[src/sv/dqz_pkg.sv]
`timescale 1ns / 1ps
`default_nettype none
package dqz_pkg;

  // register map (index = byte address / 4)
  localparam logic [2:0] REG_BIT_WIDTH        = 3'd0;
  localparam logic [2:0] REG_VALUES_PER_GROUP = 3'd1;
  localparam logic [2:0] REG_ROW_LENGTH       = 3'd2;
  localparam logic [2:0] REG_GROUP_WORDS      = 3'd3;
  localparam logic [2:0] REG_GROUPS_PER_ROW   = 3'd4;
  localparam logic [2:0] REG_USE_OFFSETS      = 3'd5;

  localparam int unsigned CFG_ADDR_W = 5;

  localparam logic [3:0]  RST_BIT_WIDTH        = 4'd4;
  localparam logic [14:0] RST_VALUES_PER_GROUP = 15'd128;
  localparam logic [14:0] RST_ROW_LENGTH       = 15'd4096;
  localparam logic [12:0] RST_GROUP_WORDS      = 13'd16;
  localparam logic [14:0] RST_GROUPS_PER_ROW   = 15'd32;

  localparam int unsigned MAX_ROW_LENGTH_DEF = 16384;
  localparam logic [12:0] GROUP_WORD_LIMIT   = 13'd4096;
  localparam logic [14:0] GROUP_COUNT_LIMIT  = 15'd16384;
  localparam int unsigned QUEUE_DEPTH        = 2;

  localparam logic [31:0] FP_DEFAULT_NAN = 32'hFFC0_0000;
  localparam logic [31:0] FP_QUIET_BIT   = 32'h0040_0000;

  typedef struct packed {
    logic [3:0]  bit_width;
    logic [14:0] values_per_group;
    logic [14:0] row_length;
    logic [12:0] group_words;
    logic [14:0] groups_per_row;
    logic        use_offsets;
  } cfg_t;

  typedef struct packed {
    logic [31:0] packed_word;
    logic [31:0] group_scale;
    logic [31:0] group_offset;
  } in_t;

  typedef struct packed {
    logic [31:0] weight_value;
    logic [13:0] column;
    logic        row_done;
    logic        last;
  } out_t;

  // one word's worth of work handed from front to back
  typedef struct packed {
    logic [38:0] bits;
    logic [5:0]  count;
    logic [29:0] col0;
    logic [31:0] scale;
    logic [31:0] offset;
  } job_t;

  function automatic logic [3:0] clamp_bits(input logic [3:0] bw);
    logic [3:0] r;
    if (bw == 4'd0) r = 4'd1;
    else if (bw > 4'd8) r = 4'd8;
    else r = bw;
    return r;
  endfunction

endpackage
`default_nettype wire

[src/sv/dqz_stream_if.sv]
`timescale 1ns / 1ps
`default_nettype none
interface dqz_stream_if #(parameter type payload_t = logic) ();
  logic     valid;
  logic     ready;
  payload_t data;

  modport source(output valid, output data, input ready);
  modport sink(input valid, input data, output ready);
endinterface
`default_nettype wire

[src/sv/dqz_cfg.sv]
`timescale 1ns / 1ps
`default_nettype none
module dqz_cfg (
  input  logic                             clk,
  input  logic                             rst,
  input  logic                             psel,
  input  logic                             penable,
  input  logic                             pwrite,
  input  logic [dqz_pkg::CFG_ADDR_W-1:0]   paddr,
  input  logic [31:0]                      pwdata,
  output logic [31:0]                      prdata,
  output logic                             pready,
  output dqz_pkg::cfg_t                    cfg
);

  logic       wr;
  logic [2:0] idx;

  assign pready = 1'b1;
  assign idx    = paddr[4:2];
  assign wr     = psel && penable && pwrite;

  always_ff @(posedge clk) begin
    if (rst) begin
      cfg.bit_width        <= dqz_pkg::RST_BIT_WIDTH;
      cfg.values_per_group <= dqz_pkg::RST_VALUES_PER_GROUP;
      cfg.row_length       <= dqz_pkg::RST_ROW_LENGTH;
      cfg.group_words      <= dqz_pkg::RST_GROUP_WORDS;
      cfg.groups_per_row   <= dqz_pkg::RST_GROUPS_PER_ROW;
      cfg.use_offsets      <= 1'b0;
    end else if (wr) begin
      unique case (idx)
        dqz_pkg::REG_BIT_WIDTH:        cfg.bit_width        <= pwdata[3:0];
        dqz_pkg::REG_VALUES_PER_GROUP: cfg.values_per_group <= pwdata[14:0];
        dqz_pkg::REG_ROW_LENGTH:       cfg.row_length       <= pwdata[14:0];
        dqz_pkg::REG_GROUP_WORDS:      cfg.group_words      <= pwdata[12:0];
        dqz_pkg::REG_GROUPS_PER_ROW:   cfg.groups_per_row   <= pwdata[14:0];
        dqz_pkg::REG_USE_OFFSETS:      cfg.use_offsets      <= pwdata[0];
        default: ;
      endcase
    end
  end

  always_comb begin
    unique case (idx)
      dqz_pkg::REG_BIT_WIDTH:        prdata = {28'd0, cfg.bit_width};
      dqz_pkg::REG_VALUES_PER_GROUP: prdata = {17'd0, cfg.values_per_group};
      dqz_pkg::REG_ROW_LENGTH:       prdata = {17'd0, cfg.row_length};
      dqz_pkg::REG_GROUP_WORDS:      prdata = {19'd0, cfg.group_words};
      dqz_pkg::REG_GROUPS_PER_ROW:   prdata = {17'd0, cfg.groups_per_row};
      dqz_pkg::REG_USE_OFFSETS:      prdata = {31'd0, cfg.use_offsets};
      default:                       prdata = 32'd0;
    endcase
  end

endmodule
`default_nettype wire

[src/sv/dqz_front.sv]
`timescale 1ns / 1ps
`default_nettype none
module dqz_front (
  input  logic           clk,
  input  logic           rst,
  input  dqz_pkg::cfg_t  cfg,
  dqz_stream_if.sink     items,
  output logic           push,
  output dqz_pkg::job_t  job,
  input  logic           full
);

  localparam logic [11:0] RECIP3 = 12'd43;  // >>7
  localparam logic [11:0] RECIP5 = 12'd52;  // >>8
  localparam logic [11:0] RECIP6 = 12'd43;  // >>8
  localparam logic [11:0] RECIP7 = 12'd37;  // >>8

  logic        hold_valid;
  logic [31:0] hold_word;
  logic [31:0] hold_scale;
  logic [31:0] hold_offset;

  logic [7:0]  carry_bits;
  logic [2:0]  carry_count;
  logic [14:0] value_in_group;
  logic [11:0] word_in_group;
  logic [13:0] group_index;

  logic [3:0]  nbits;
  logic [12:0] wpg;
  logic [14:0] gpr;
  logic        stale;
  logic [2:0]  cc;
  logic [7:0]  cb;
  logic [38:0] buf_w;
  logic [5:0]  avail;
  logic [5:0]  fit;
  logic [14:0] room;
  logic [5:0]  k;
  logic [9:0]  used_w;
  logic [5:0]  used;
  logic [5:0]  rem;
  logic [14:0] vig_next;
  logic [12:0] wig_inc;
  logic        group_end;
  logic        keep;
  logic [38:0] rest;
  logic [7:0]  cmask;
  logic [14:0] gi_inc;
  logic        commit;

  // floor(a / b) for b in 1..8 and a in 32..39
  function automatic logic [5:0] fields_fit(input logic [5:0] a, input logic [3:0] b);
    logic [11:0] t;
    logic [5:0]  r;
    t = 12'd0;
    case (b)
      4'd1: r = a;
      4'd2: r = a >> 1;
      4'd3: begin t = 12'(a) * RECIP3; r = 6'(t >> 7); end
      4'd4: r = a >> 2;
      4'd5: begin t = 12'(a) * RECIP5; r = 6'(t >> 8); end
      4'd6: begin t = 12'(a) * RECIP6; r = 6'(t >> 8); end
      4'd7: begin t = 12'(a) * RECIP7; r = 6'(t >> 8); end
      default: r = a >> 3;
    endcase
    return r;
  endfunction

  assign items.ready = !hold_valid;

  always_comb begin
    nbits = dqz_pkg::clamp_bits(cfg.bit_width);
    if (cfg.group_words == 13'd0) wpg = 13'd1;
    else if (cfg.group_words > dqz_pkg::GROUP_WORD_LIMIT) wpg = dqz_pkg::GROUP_WORD_LIMIT;
    else wpg = cfg.group_words;
    if (cfg.groups_per_row == 15'd0) gpr = 15'd1;
    else if (cfg.groups_per_row > dqz_pkg::GROUP_COUNT_LIMIT) gpr = dqz_pkg::GROUP_COUNT_LIMIT;
    else gpr = cfg.groups_per_row;

    // carry left over from a wider bit width is thrown away
    stale = {1'b0, carry_count} >= nbits;
    cc    = stale ? 3'd0 : carry_count;
    cb    = stale ? 8'd0 : carry_bits;
    buf_w = (39'(hold_word) << cc) | 39'(cb);
    avail = 6'd32 + 6'(cc);
    fit   = fields_fit(avail, nbits);
    room  = (cfg.values_per_group > value_in_group) ?
            cfg.values_per_group - value_in_group : 15'd0;
    k     = (room < 15'(fit)) ? room[5:0] : fit;
    used_w = 10'(k) * 10'(nbits);
    used   = used_w[5:0];
    rem    = avail - used;

    vig_next  = value_in_group + 15'(k);
    wig_inc   = 13'(word_in_group) + 13'd1;
    group_end = wig_inc >= wpg;
    keep      = !group_end && (vig_next < cfg.values_per_group) && (rem < 6'd8);
    rest      = buf_w >> used;
    cmask     = 8'((9'd1 << rem[2:0]) - 9'd1);
    gi_inc    = 15'(group_index) + 15'd1;

    commit = hold_valid && ((k == 6'd0) || !full);
    push   = hold_valid && (k != 6'd0) && !full;

    job.bits   = buf_w;
    job.count  = k;
    job.col0   = 30'(group_index) * 30'(cfg.values_per_group) + 30'(value_in_group);
    job.scale  = hold_scale;
    job.offset = cfg.use_offsets ? hold_offset : 32'd0;
  end

  always_ff @(posedge clk) begin
    if (items.valid && !hold_valid) begin
      hold_word   <= items.data.packed_word;
      hold_scale  <= items.data.group_scale;
      hold_offset <= items.data.group_offset;
    end
  end

  always_ff @(posedge clk) begin
    if (rst) begin
      hold_valid     <= 1'b0;
      carry_bits     <= 8'd0;
      carry_count    <= 3'd0;
      value_in_group <= 15'd0;
      word_in_group  <= 12'd0;
      group_index    <= 14'd0;
    end else begin
      if (items.valid && !hold_valid) begin
        hold_valid <= 1'b1;
      end else if (commit) begin
        hold_valid  <= 1'b0;
        carry_bits  <= keep ? (rest[7:0] & cmask) : 8'd0;
        carry_count <= keep ? rem[2:0] : 3'd0;
        if (group_end) begin
          word_in_group  <= 12'd0;
          value_in_group <= 15'd0;
          group_index    <= (gi_inc >= gpr) ? 14'd0 : gi_inc[13:0];
        end else begin
          word_in_group  <= wig_inc[11:0];
          value_in_group <= vig_next;
        end
      end
    end
  end

endmodule
`default_nettype wire

[src/sv/dqz_queue.sv]
`timescale 1ns / 1ps
`default_nettype none
module dqz_queue #(
  parameter int unsigned DEPTH = dqz_pkg::QUEUE_DEPTH
) (
  input  logic           clk,
  input  logic           rst,
  input  logic           push,
  input  dqz_pkg::job_t  push_data,
  input  logic           pop,
  output dqz_pkg::job_t  head,
  output logic           full,
  output logic           empty
);

  localparam int unsigned PW = (DEPTH > 1) ? $clog2(DEPTH) : 1;
  localparam int unsigned CW = $clog2(DEPTH + 1);

  dqz_pkg::job_t slots [DEPTH];
  logic [PW-1:0] wr_ptr;
  logic [PW-1:0] rd_ptr;
  logic [CW-1:0] count;

  assign full  = count == CW'(DEPTH);
  assign empty = count == '0;
  assign head  = slots[rd_ptr];

  function automatic logic [PW-1:0] bump(input logic [PW-1:0] p);
    return (p == PW'(DEPTH - 1)) ? '0 : p + PW'(1);
  endfunction

  always_ff @(posedge clk) begin
    if (push && !full) slots[wr_ptr] <= push_data;
  end

  always_ff @(posedge clk) begin
    if (rst) begin
      wr_ptr <= '0;
      rd_ptr <= '0;
      count  <= '0;
    end else begin
      if (push && !full) wr_ptr <= bump(wr_ptr);
      if (pop && !empty) rd_ptr <= bump(rd_ptr);
      if ((push && !full) && !(pop && !empty)) count <= count + CW'(1);
      else if (!(push && !full) && (pop && !empty)) count <= count - CW'(1);
    end
  end

endmodule
`default_nettype wire

[src/sv/dqz_back.sv]
`timescale 1ns / 1ps
`default_nettype none
module dqz_back #(
  parameter int unsigned MAX_ROW_LENGTH = dqz_pkg::MAX_ROW_LENGTH_DEF
) (
  input  logic           clk,
  input  logic           rst,
  input  dqz_pkg::cfg_t  cfg,
  input  dqz_pkg::job_t  head,
  input  logic           empty,
  output logic           pop,
  dqz_stream_if.source   results
);

  localparam logic [14:0] ROW_CAP = 15'((MAX_ROW_LENGTH > 32767) ? 32767 : MAX_ROW_LENGTH);

  typedef struct packed {
    logic [13:0] column;
    logic        row_done;
    logic        last;
  } tag_t;

  function automatic logic [4:0] msb32(input logic [31:0] x);
    logic [4:0] p;
    p = 5'd0;
    for (int i = 0; i < 32; i++) begin
      if (x[i]) p = 5'(i);
    end
    return p;
  endfunction

  logic [14:0] rowlen;
  logic [3:0]  nbits;
  logic        en;

  // working word
  logic        wvalid;
  logic [38:0] wbuf;
  logic [5:0]  wcnt;
  logic [29:0] wcol;
  logic [31:0] wscale;
  logic [31:0] woff;
  logic [29:0] span;
  logic [5:0]  e_cnt;
  logic        issue;

  // stage 1: integer x mantissa
  logic        v1;
  logic [31:0] m1;
  logic [7:0]  e1;
  logic        sg1, sp1;
  logic [31:0] spv1, off1;
  tag_t        tag1;
  // stage 2: normalize product
  logic        v2;
  logic [31:0] mn2;
  logic [8:0]  x2;
  logic        sg2, dir2;
  logic [31:0] dv2, off2;
  tag_t        tag2;
  // stage 3: rounded product
  logic        v3;
  logic [31:0] pr3, off3;
  tag_t        tag3;
  // stage 4: aligned operands
  logic        v4;
  logic [26:0] a4, b4;
  logic [7:0]  e4;
  logic        sg4, sub4, sp4;
  logic [31:0] spv4;
  tag_t        tag4;
  // stage 5: raw sum
  logic        v5;
  logic [27:0] s5;
  logic [7:0]  e5;
  logic        sg5, sub5, sp5;
  logic [31:0] spv5;
  tag_t        tag5;
  // stage 6: normalized sum
  logic        v6;
  logic [26:0] n6;
  logic [8:0]  e6;
  logic        sg6, z6, sp6;
  logic [31:0] spv6;
  tag_t        tag6;
  // stage 7: output register
  logic        v7;
  dqz_pkg::out_t o7;

  assign nbits  = dqz_pkg::clamp_bits(cfg.bit_width);
  assign rowlen = (cfg.row_length > ROW_CAP) ? ROW_CAP : cfg.row_length;
  assign en     = !v7 || results.ready;
  assign issue  = wvalid && en;
  assign pop    = !wvalid && !empty;

  assign results.valid = v7;
  assign results.data  = o7;

  // values past the row length form a suffix of the word; drop them up front
  always_comb begin
    span  = (30'(rowlen) > head.col0) ? 30'(rowlen) - head.col0 : 30'd0;
    e_cnt = (span < 30'(head.count)) ? span[5:0] : head.count;
  end

  always_ff @(posedge clk) begin
    if (rst) begin
      wvalid <= 1'b0;
    end else if (pop) begin
      wvalid <= e_cnt != 6'd0;
    end else if (issue && wcnt == 6'd1) begin
      wvalid <= 1'b0;
    end
  end

  always_ff @(posedge clk) begin
    if (pop) begin
      wbuf   <= head.bits;
      wcnt   <= e_cnt;
      wcol   <= head.col0;
      wscale <= head.scale;
      woff   <= head.offset;
    end else if (issue) begin
      wbuf <= wbuf >> nbits;
      wcnt <= wcnt - 6'd1;
      wcol <= wcol + 30'd1;
    end
  end

  always_ff @(posedge clk) begin
    if (rst) begin
      v1 <= 1'b0; v2 <= 1'b0; v3 <= 1'b0; v4 <= 1'b0;
      v5 <= 1'b0; v6 <= 1'b0; v7 <= 1'b0;
    end else if (en) begin
      v1 <= issue; v2 <= v1; v3 <= v2; v4 <= v3;
      v5 <= v4; v6 <= v5; v7 <= v6;
    end
  end

  // stage 1
  always_ff @(posedge clk) begin
    logic [7:0]  q;
    logic [7:0]  se;
    logic [23:0] sm;
    q  = wbuf[7:0] & 8'((9'd1 << nbits) - 9'd1);
    se = wscale[30:23];
    sm = {se != 8'd0, wscale[22:0]};
    if (en) begin
      m1  <= 32'(q) * 32'(sm);
      e1  <= (se == 8'd0) ? 8'd1 : se;
      sg1 <= wscale[31];
      sp1 <= se == 8'hFF;
      if (wscale[22:0] != 23'd0) spv1 <= wscale | dqz_pkg::FP_QUIET_BIT;
      else if (q == 8'd0) spv1 <= dqz_pkg::FP_DEFAULT_NAN;
      else spv1 <= {wscale[31], 8'hFF, 23'd0};
      off1 <= woff;
      tag1.column   <= wcol[13:0];
      tag1.row_done <= (wcol + 30'd1) == 30'(rowlen);
      tag1.last     <= wcnt == 6'd1;
    end
  end

  // stage 2
  always_ff @(posedge clk) begin
    logic [4:0] p;
    logic       exact;
    p     = msb32(m1);
    exact = (e1 == 8'd1) && (m1[31:24] == 8'd0);
    if (en) begin
      mn2  <= m1 << (5'd31 - p);
      x2   <= 9'(e1) + 9'(p) - 9'd23;
      sg2  <= sg1;
      dir2 <= sp1 || (m1 == 32'd0) || exact;
      if (sp1) dv2 <= spv1;
      else if (m1 == 32'd0) dv2 <= {sg1, 31'd0};
      else dv2 <= {sg1, m1[30:0]};
      off2 <= off1;
      tag2 <= tag1;
    end
  end

  // stage 3
  always_ff @(posedge clk) begin
    logic inc;
    inc = mn2[7] && ((mn2[6:0] != 7'd0) || mn2[8]);
    if (en) begin
      if (dir2) pr3 <= dv2;
      else if (x2 >= 9'd255) pr3 <= {sg2, 8'hFF, 23'd0};
      else pr3 <= {sg2, 31'({x2[7:0], mn2[30:8]}) + 31'(inc)};
      off3 <= off2;
      tag3 <= tag2;
    end
  end

  // stage 4: specials, swap, align
  always_ff @(posedge clk) begin
    logic        a_nan, b_nan, a_inf, b_inf, swap;
    logic [31:0] big, sml;
    logic [7:0]  eb, es, d;
    logic [26:0] ms, sh, lostm;
    a_nan = (pr3[30:23] == 8'hFF) && (pr3[22:0] != 23'd0);
    b_nan = (off3[30:23] == 8'hFF) && (off3[22:0] != 23'd0);
    a_inf = (pr3[30:23] == 8'hFF) && (pr3[22:0] == 23'd0);
    b_inf = (off3[30:23] == 8'hFF) && (off3[22:0] == 23'd0);
    swap  = off3[30:0] > pr3[30:0];
    big   = swap ? off3 : pr3;
    sml   = swap ? pr3 : off3;
    eb    = (big[30:23] == 8'd0) ? 8'd1 : big[30:23];
    es    = (sml[30:23] == 8'd0) ? 8'd1 : sml[30:23];
    d     = eb - es;
    ms    = {sml[30:23] != 8'd0, sml[22:0], 3'd0};
    if (d >= 8'd27) begin
      sh    = 27'd0;
      lostm = ms;
    end else begin
      sh    = ms >> d;
      lostm = ms & ((27'd1 << d) - 27'd1);
    end
    if (en) begin
      a4   <= {big[30:23] != 8'd0, big[22:0], 3'd0};
      b4   <= sh | 27'(lostm != 27'd0);
      e4   <= eb;
      sg4  <= big[31];
      sub4 <= pr3[31] ^ off3[31];
      sp4  <= a_nan || b_nan || a_inf || b_inf;
      if (a_nan) spv4 <= pr3 | dqz_pkg::FP_QUIET_BIT;
      else if (b_nan) spv4 <= off3 | dqz_pkg::FP_QUIET_BIT;
      else if (a_inf && b_inf && (pr3[31] != off3[31])) spv4 <= dqz_pkg::FP_DEFAULT_NAN;
      else if (a_inf) spv4 <= pr3;
      else spv4 <= off3;
      tag4 <= tag3;
    end
  end

  // stage 5
  always_ff @(posedge clk) begin
    if (en) begin
      s5   <= sub4 ? 28'(a4) - 28'(b4) : 28'(a4) + 28'(b4);
      e5   <= e4;
      sg5  <= sg4;
      sub5 <= sub4;
      sp5  <= sp4;
      spv5 <= spv4;
      tag5 <= tag4;
    end
  end

  // stage 6: normalize, stopping at the subnormal boundary
  always_ff @(posedge clk) begin
    logic [4:0] p, s;
    logic [7:0] lim;
    p   = msb32(32'(s5[26:0]));
    s   = 5'd26 - p;
    lim = e5 - 8'd1;
    if (8'(s) > lim) s = lim[4:0];
    if (en) begin
      z6   <= s5 == 28'd0;
      sg6  <= (s5 == 28'd0) ? (sg5 && !sub5) : sg5;
      sp6  <= sp5;
      spv6 <= spv5;
      tag6 <= tag5;
      if (s5[27]) begin
        n6 <= {s5[27:2], s5[1] | s5[0]};
        e6 <= 9'(e5) + 9'd1;
      end else begin
        n6 <= s5[26:0] << s;
        e6 <= 9'(e5) - 9'(s);
      end
    end
  end

  // stage 7: round and pack
  always_ff @(posedge clk) begin
    logic       inc;
    logic [7:0] ef;
    inc = n6[2] && (n6[1] || n6[0] || n6[3]);
    ef  = n6[26] ? e6[7:0] : 8'd0;
    if (en) begin
      if (sp6) o7.weight_value <= spv6;
      else if (z6) o7.weight_value <= {sg6, 31'd0};
      else if (e6 >= 9'd255) o7.weight_value <= {sg6, 8'hFF, 23'd0};
      else o7.weight_value <= {sg6, 31'({ef, n6[25:3]}) + 31'(inc)};
      o7.column   <= tag6.column;
      o7.row_done <= tag6.row_done;
      o7.last     <= tag6.last;
    end
  end

endmodule
`default_nettype wire

[src/sv/grouped_nbit_dequantizer.sv]
`timescale 1ns / 1ps
`default_nettype none
// channel  | dir | payload                                      | request
// items    | in  | packed_word, group_scale, group_offset       | one packed 32-bit word
// results  | out | weight_value, column, row_done, last         | one fp32 weight
// apb      | in  | bit_width .. use_offsets at 4*index          | register write / read
//
// The front registers a word and hands it to the queue once the queue is not full; it
// takes no new word before then. The back loads a word from the queue when it holds
// none and then emits one value per cycle while the result output is not stalled;
// each value passes through the float pipeline stages to a registered output. Reset
// is synchronous and needs no clearing pass. A stalled result output freezes the
// float pipeline; the queue lets the front keep taking words until it fills.
module grouped_nbit_dequantizer #(
  parameter int unsigned MAX_ROW_LENGTH = dqz_pkg::MAX_ROW_LENGTH_DEF
) (
  input  logic                           clk,
  input  logic                           rst,
  input  logic                           psel,
  input  logic                           penable,
  input  logic                           pwrite,
  input  logic [dqz_pkg::CFG_ADDR_W-1:0] paddr,
  input  logic [31:0]                    pwdata,
  output logic [31:0]                    prdata,
  output logic                           pready,
  dqz_stream_if.sink                     items,
  dqz_stream_if.source                   results
);

  dqz_pkg::cfg_t cfg;
  dqz_pkg::job_t push_job;
  dqz_pkg::job_t head_job;
  logic          push;
  logic          pop;
  logic          full;
  logic          empty;

  dqz_cfg u_cfg (
    .clk     (clk),
    .rst     (rst),
    .psel    (psel),
    .penable (penable),
    .pwrite  (pwrite),
    .paddr   (paddr),
    .pwdata  (pwdata),
    .prdata  (prdata),
    .pready  (pready),
    .cfg     (cfg)
  );

  dqz_front u_front (
    .clk   (clk),
    .rst   (rst),
    .cfg   (cfg),
    .items (items),
    .push  (push),
    .job   (push_job),
    .full  (full)
  );

  dqz_queue #(.DEPTH(dqz_pkg::QUEUE_DEPTH)) u_queue (
    .clk       (clk),
    .rst       (rst),
    .push      (push),
    .push_data (push_job),
    .pop       (pop),
    .head      (head_job),
    .full      (full),
    .empty     (empty)
  );

  dqz_back #(.MAX_ROW_LENGTH(MAX_ROW_LENGTH)) u_back (
    .clk     (clk),
    .rst     (rst),
    .cfg     (cfg),
    .head    (head_job),
    .empty   (empty),
    .pop     (pop),
    .results (results)
  );

endmodule
`default_nettype wire

[src/flat_wrapper.sv]
// flat-port wrapper written by rule: the top's interface ports become plain ports
module grouped_nbit_dequantizer_flat 
#(
  parameter int unsigned MAX_ROW_LENGTH = dqz_pkg::MAX_ROW_LENGTH_DEF
)
  (clk, rst, psel, penable, pwrite, paddr, pwdata, prdata, pready, items_valid, items_data, items_ready, results_valid, results_data, results_ready);
  dqz_stream_if #(.payload_t(dqz_pkg::in_t)) items_i ();
  dqz_stream_if #(.payload_t(dqz_pkg::out_t)) results_i ();
  input  logic clk;
  input  logic rst;
  input  logic psel;
  input  logic penable;
  input  logic pwrite;
  input  logic [dqz_pkg::CFG_ADDR_W-1:0] paddr;
  input  logic [31:0] pwdata;
  output logic [31:0] prdata;
  output logic pready;
  input wire logic [$bits(items_i.valid)-1:0] items_valid;
  input wire logic [$bits(items_i.data)-1:0] items_data;
  output wire logic [$bits(items_i.ready)-1:0] items_ready;
  output wire logic [$bits(results_i.valid)-1:0] results_valid;
  output wire logic [$bits(results_i.data)-1:0] results_data;
  input wire logic [$bits(results_i.ready)-1:0] results_ready;
  assign items_i.valid = items_valid;
  assign items_i.data = items_data;
  assign items_ready = items_i.ready;
  assign results_valid = results_i.valid;
  assign results_data = results_i.data;
  assign results_i.ready = results_ready;
  grouped_nbit_dequantizer #(.MAX_ROW_LENGTH(MAX_ROW_LENGTH)) u_core (.clk(clk), .rst(rst), .psel(psel), .penable(penable), .pwrite(pwrite), .paddr(paddr), .pwdata(pwdata), .prdata(prdata), .pready(pready), .items(items_i), .results(results_i));
endmodule
[config.mk]
export PLATFORM = sky130hd
export DESIGN_NAME = grouped_nbit_dequantizer_flat
export DESIGN_NICKNAME = d
export VERILOG_FILES = /design/src/sv/dqz_pkg.sv /design/src/sv/dqz_stream_if.sv /design/src/sv/dqz_cfg.sv /design/src/sv/dqz_front.sv /design/src/sv/dqz_queue.sv /design/src/sv/dqz_back.sv /design/src/sv/grouped_nbit_dequantizer.sv /design/src/flat_wrapper.sv
export SDC_FILE = /design/constraint.sdc
export NUM_CORES = 2
export LEC_CHECK = 0
export BUFFER_PORTS_ARGS = -buffer_cell sky130_fd_sc_hd__buf_2
export CAP_MARGIN = 20
export CORE_MARGIN = 3
export CORE_UTILIZATION = 55
export DETAILED_ROUTE_END_ITERATION = 6
export PLACE_DENSITY = 0.72
export SLEW_MARGIN = 0
export SYNTH_ARGS = -nofsm -noshare
export SYNTH_HDL_FRONTEND = slang
export SYNTH_HIERARCHICAL = 1
export SYNTH_SLANG_ARGS = --single-unit
[constraint.sdc]
create_clock -name clk -period 43.7 [get_ports clk]
set_input_delay 8.74 -clock clk [delete_from_list [all_inputs] [get_ports clk]]
set_output_delay 8.74 -clock clk [all_outputs]
set_load 0.1 [all_outputs]
==> metrics.txt <==
Synth Area in Simple Gates 13.1%; yosys warns 6; setup repair bufs after CTS 0; crit path max-delay cell type nor2b_1; Max Root-Sink Buffers 3; vias per cell 5.94; DRC violations left 0; VDD IR max 78.0 µV; CP arrival 10740 ps; worst hold path class flop to flop; clock slew at reported path FFs 60 ps; post-synthesis compound-gate area fraction 10.4%; Synth Area in XOR/XNOR 3.03%; nets@finish 8288; critical path class primary input to output port; crit path buf inv count 2; DP Area 84100 µm²; Pwr Density 71.7 nW/µm²; EDFF count, synth 1169; main area contributors after synthesis edfxtp_1 (43%), fa_1 (7.7%), ha_1 (6.0%), mux2i_1 (4.9%), nand2_1 (3.5%); ys async rst share 0%; crit path max fanout 24; Clock Power Share 18.6%; Period minus WS final 19480 ps; global route overflow 0; CTS tree yes; Req. time, crit path 34960 ps; Flop pwr share 35.1%; Final Routed Wirelength 200000 µm; HPWL Detailed 147000 µm; Synth Area in Adders 13.7%; initial drt markers 4676; Fin. Hold Viols 0; register bit total from synthesis 1298; Final GP Congestion 0.942; RR Endpoint u_core/u_front/carry_bits[4]; worst slew pin tran 1100 ps; Buffers on Ports 185; Worst Hold Depth 0; aggregate global-route resource usage 25.8%; max incr delay on CP 670 ps; fin crit share 44.6%; count of antenna-violating nets left after detailed routing 0; Syn Area/Cell 11.0 µm²; Worst Setup Start Kind primary input; R2R Setup Slk 30440 ps; IO Pins 223; # rows 140; Vias 56.3k; hold_sp u_core/u_back/tag2[6]; largest net degree at the start of global routing 177; mapped cell area 81900 µm²; combinational power share 46.2%; share of cells above drive strength 1 10.6%; Syn-to-layout area delta 8.57%; WL per Instance 21.1 µm; critical-path cell list buf_2 > nor2b_1 > a22oi_1 > a21oi_1 > buf_2; most frequent CP cell buf_2; Pint 3.68 mW; hold buffers post-CTS 0; initial antenna violation count 4; H-Tree Depth 4; Distinct cells, synth 131; Synth Instances 7414; clock root buffer clkbuf_16; Slew headroom 25.8%; Top Metal Used met5; crit end category output port; Die H 392 µm; routed wl met2 94100 µm; top cell type's share of synthesized area 42.9%; largest family of logic cells by synthesized area adder cells; area leader, netlist edfxtp_1; Setup Viol. Count Final 0; wire length on met3 13400 µm; Die X 392 µm; first-pass GRT wire length 311000 µm; WL met1 85400 µm; r2r startpoint u_core/u_cfg/cfg[62]; vias in the first global route 55.4k; Top FF cell, synth edfxtp_1; Max Fclk 0.0513 GHz; register area share after synthesis 46.0%; setup TNS 0 ps; mux cell area share after synthesis 8.75%; Sw Share 42.3%; Hold EP u_core/u_back/tag3[6]; die area 154000 µm²; drt pass-1 iters 6; Clock Skew 61.8 ps; switching power 2.70 mW; CP top delay family buffers and inverters; CTS buffer count 139; # Max-Cap Violations 0; initial core utilization 55.8%; Core Area 147000 µm²; design area 88900 µm²; RSZ-0062 raised after global routing no; leakage 36.5 nW; # clock sinks 1298; worst skew pair latency 790 ps; outcome finished clean; Reg2Reg Depth 40; most common cell after layout, fill and taps aside edfxtp_1; CTS resizes 0; max-slew violation count 0; most frequent cells in the layout edfxtp_1 (1169), nand2_1 (769), inv_1 (597)
## synthesized netlist by cell type (19+ instances only)
cell      instances
o22ai_1          25
a21oi_1         304
o211ai_1         29
o21ai_0         345
a22o_1           56
nor2_1          420
o21ai_1          19
a21o_1           67
nand3_1         124
mux2_2          198
fa_1            314
nand2_1         772
a31oi_1          30
buf_1            26
dfxtp_1         129
o31ai_1          41
ha_1            392
a211oi_1         41
nand2b_1        115
buf_2            33
mux4_2           20
inv_1           599
nor2b_1          79
edfxtp_1       1169
mux2i_1         405
nor3b_1          19
o21bai_1         24
and3_1           66
and2_1          248
nor4_1           64
xnor2_1         171
o21a_1           32
nor3_1           97
buf_6            19
clkbuf_1        277
xor2_1          112
nand4_1          61
buf_4            29
or3_1            29
a22oi_1          30
## sequential cells by signal, summed over array words and instances (netlist names), 31 cells and up, named ones only
signal                      flops
u_core/u_back/off2             32
u_core/u_front/hold_word       32
u_core/u_back/off1             32
u_core/u_back/spv5             32
u_core/u_back/results.data     48
u_core/u_front/hold_offset     32
u_core/u_back/spv6             32
u_core/u_cfg/cfg               63
u_core/u_back/spv1             32
u_core/u_back/off3             32
u_core/u_back/spv4             32
u_core/u_back/m1               32
u_core/u_back/woff             32
u_core/u_front/hold_scale      32
u_core/u_back/wbuf             39
u_core/u_back/dv2              32
u_core/u_back/wscale           32
u_core/u_queue/slots          278
u_core/u_back/pr3              32
u_core/u_back/mn2              31
## how the worst max path moves through the flow
| stage | endpoint | start | slack (ps) | depth (start not counted) |
|---|---|---|---|---|
| after detailed placement | prdata[0] | paddr[3] | 24260 | 5 |
| after floorplan | u_core/u_back/wbuf[10] | results_ready | 16640 | 5 |
| final | prdata[0] | paddr[3] | 24220 | 5 |
| after global routing | prdata[12] | paddr[3] | 24050 | 5 |
| after CTS | prdata[0] | paddr[3] | 24250 | 5 |
| after global placement | prdata[0] | paddr[3] | 24250 | 5 |
## final cells by class
cell class | instances | area (µm²)
Tap cell | 1917 | 2400
Multi-Input combinational cell | 5129 | 40200
Sequential cell | 1298 | 37700
Clock buffer | 169 | 3650
Antenna cell | 2 | 5.00
Inverter | 613 | 2320
Clock inverter | 89 | 1080
Fill cell | 11700 | 57900
Timing Repair Buffer | 261 | 1520
## power groups by stage
stage	combinational (mW)	sequential [mW]	clock (mW)
2_1_floorplan	2.09	2.25	0
3_3_place_gp	2.88	2.24	0
3_5_place_dp	2.91	2.26	0
4_1_cts	2.92	2.24	1.22
5_1_grt	3.22	2.28	1.26
6_report	2.95	2.24	1.19
## cells by family (layout without fill, tap and decap cells)
| group | count (synthesis) | after routing |
|---|---|---|
| xor gates and xnor gates | 283 | 283 |
| and+or+nand+nor | 2192 | 2192 |
| adders and majority gates | 706 | 706 |
| other | 3 | 21 |
| DFF | 1298 | 1298 |
| buffers and inverters | 1003 | 1132 |
| AOI/OAI and AO/OA | 1289 | 1289 |
| muxes | 640 | 640 |
## per-stage QoR
stage,power (mW),hold WS (ps),setup WS [ps],utilization (%),instances
2_1_floorplan,4.34,400,16640,-,7430
3_3_place_gp,5.12,400,24250,57.3,9215
3_5_place_dp,5.16,405,24260,57.3,9216
4_1_cts,6.38,376,24250,60.6,9474
5_1_grt,6.76,395,24050,60.6,9477
6_report,6.38,379,24220,60.6,9478
## routing by layer
| metal | global-route usage (%) | vias up |
|---|---|---|
| met5 | 0 | - |
| met4 | 9.44 | 2 |
| met3 | 4.64 | 388 |
| met2 | 41.6 | 1907 |
| met1 | 34.9 | 27500 |
| li1 | - | 26500 |
(Power assumes the default switching activity.)
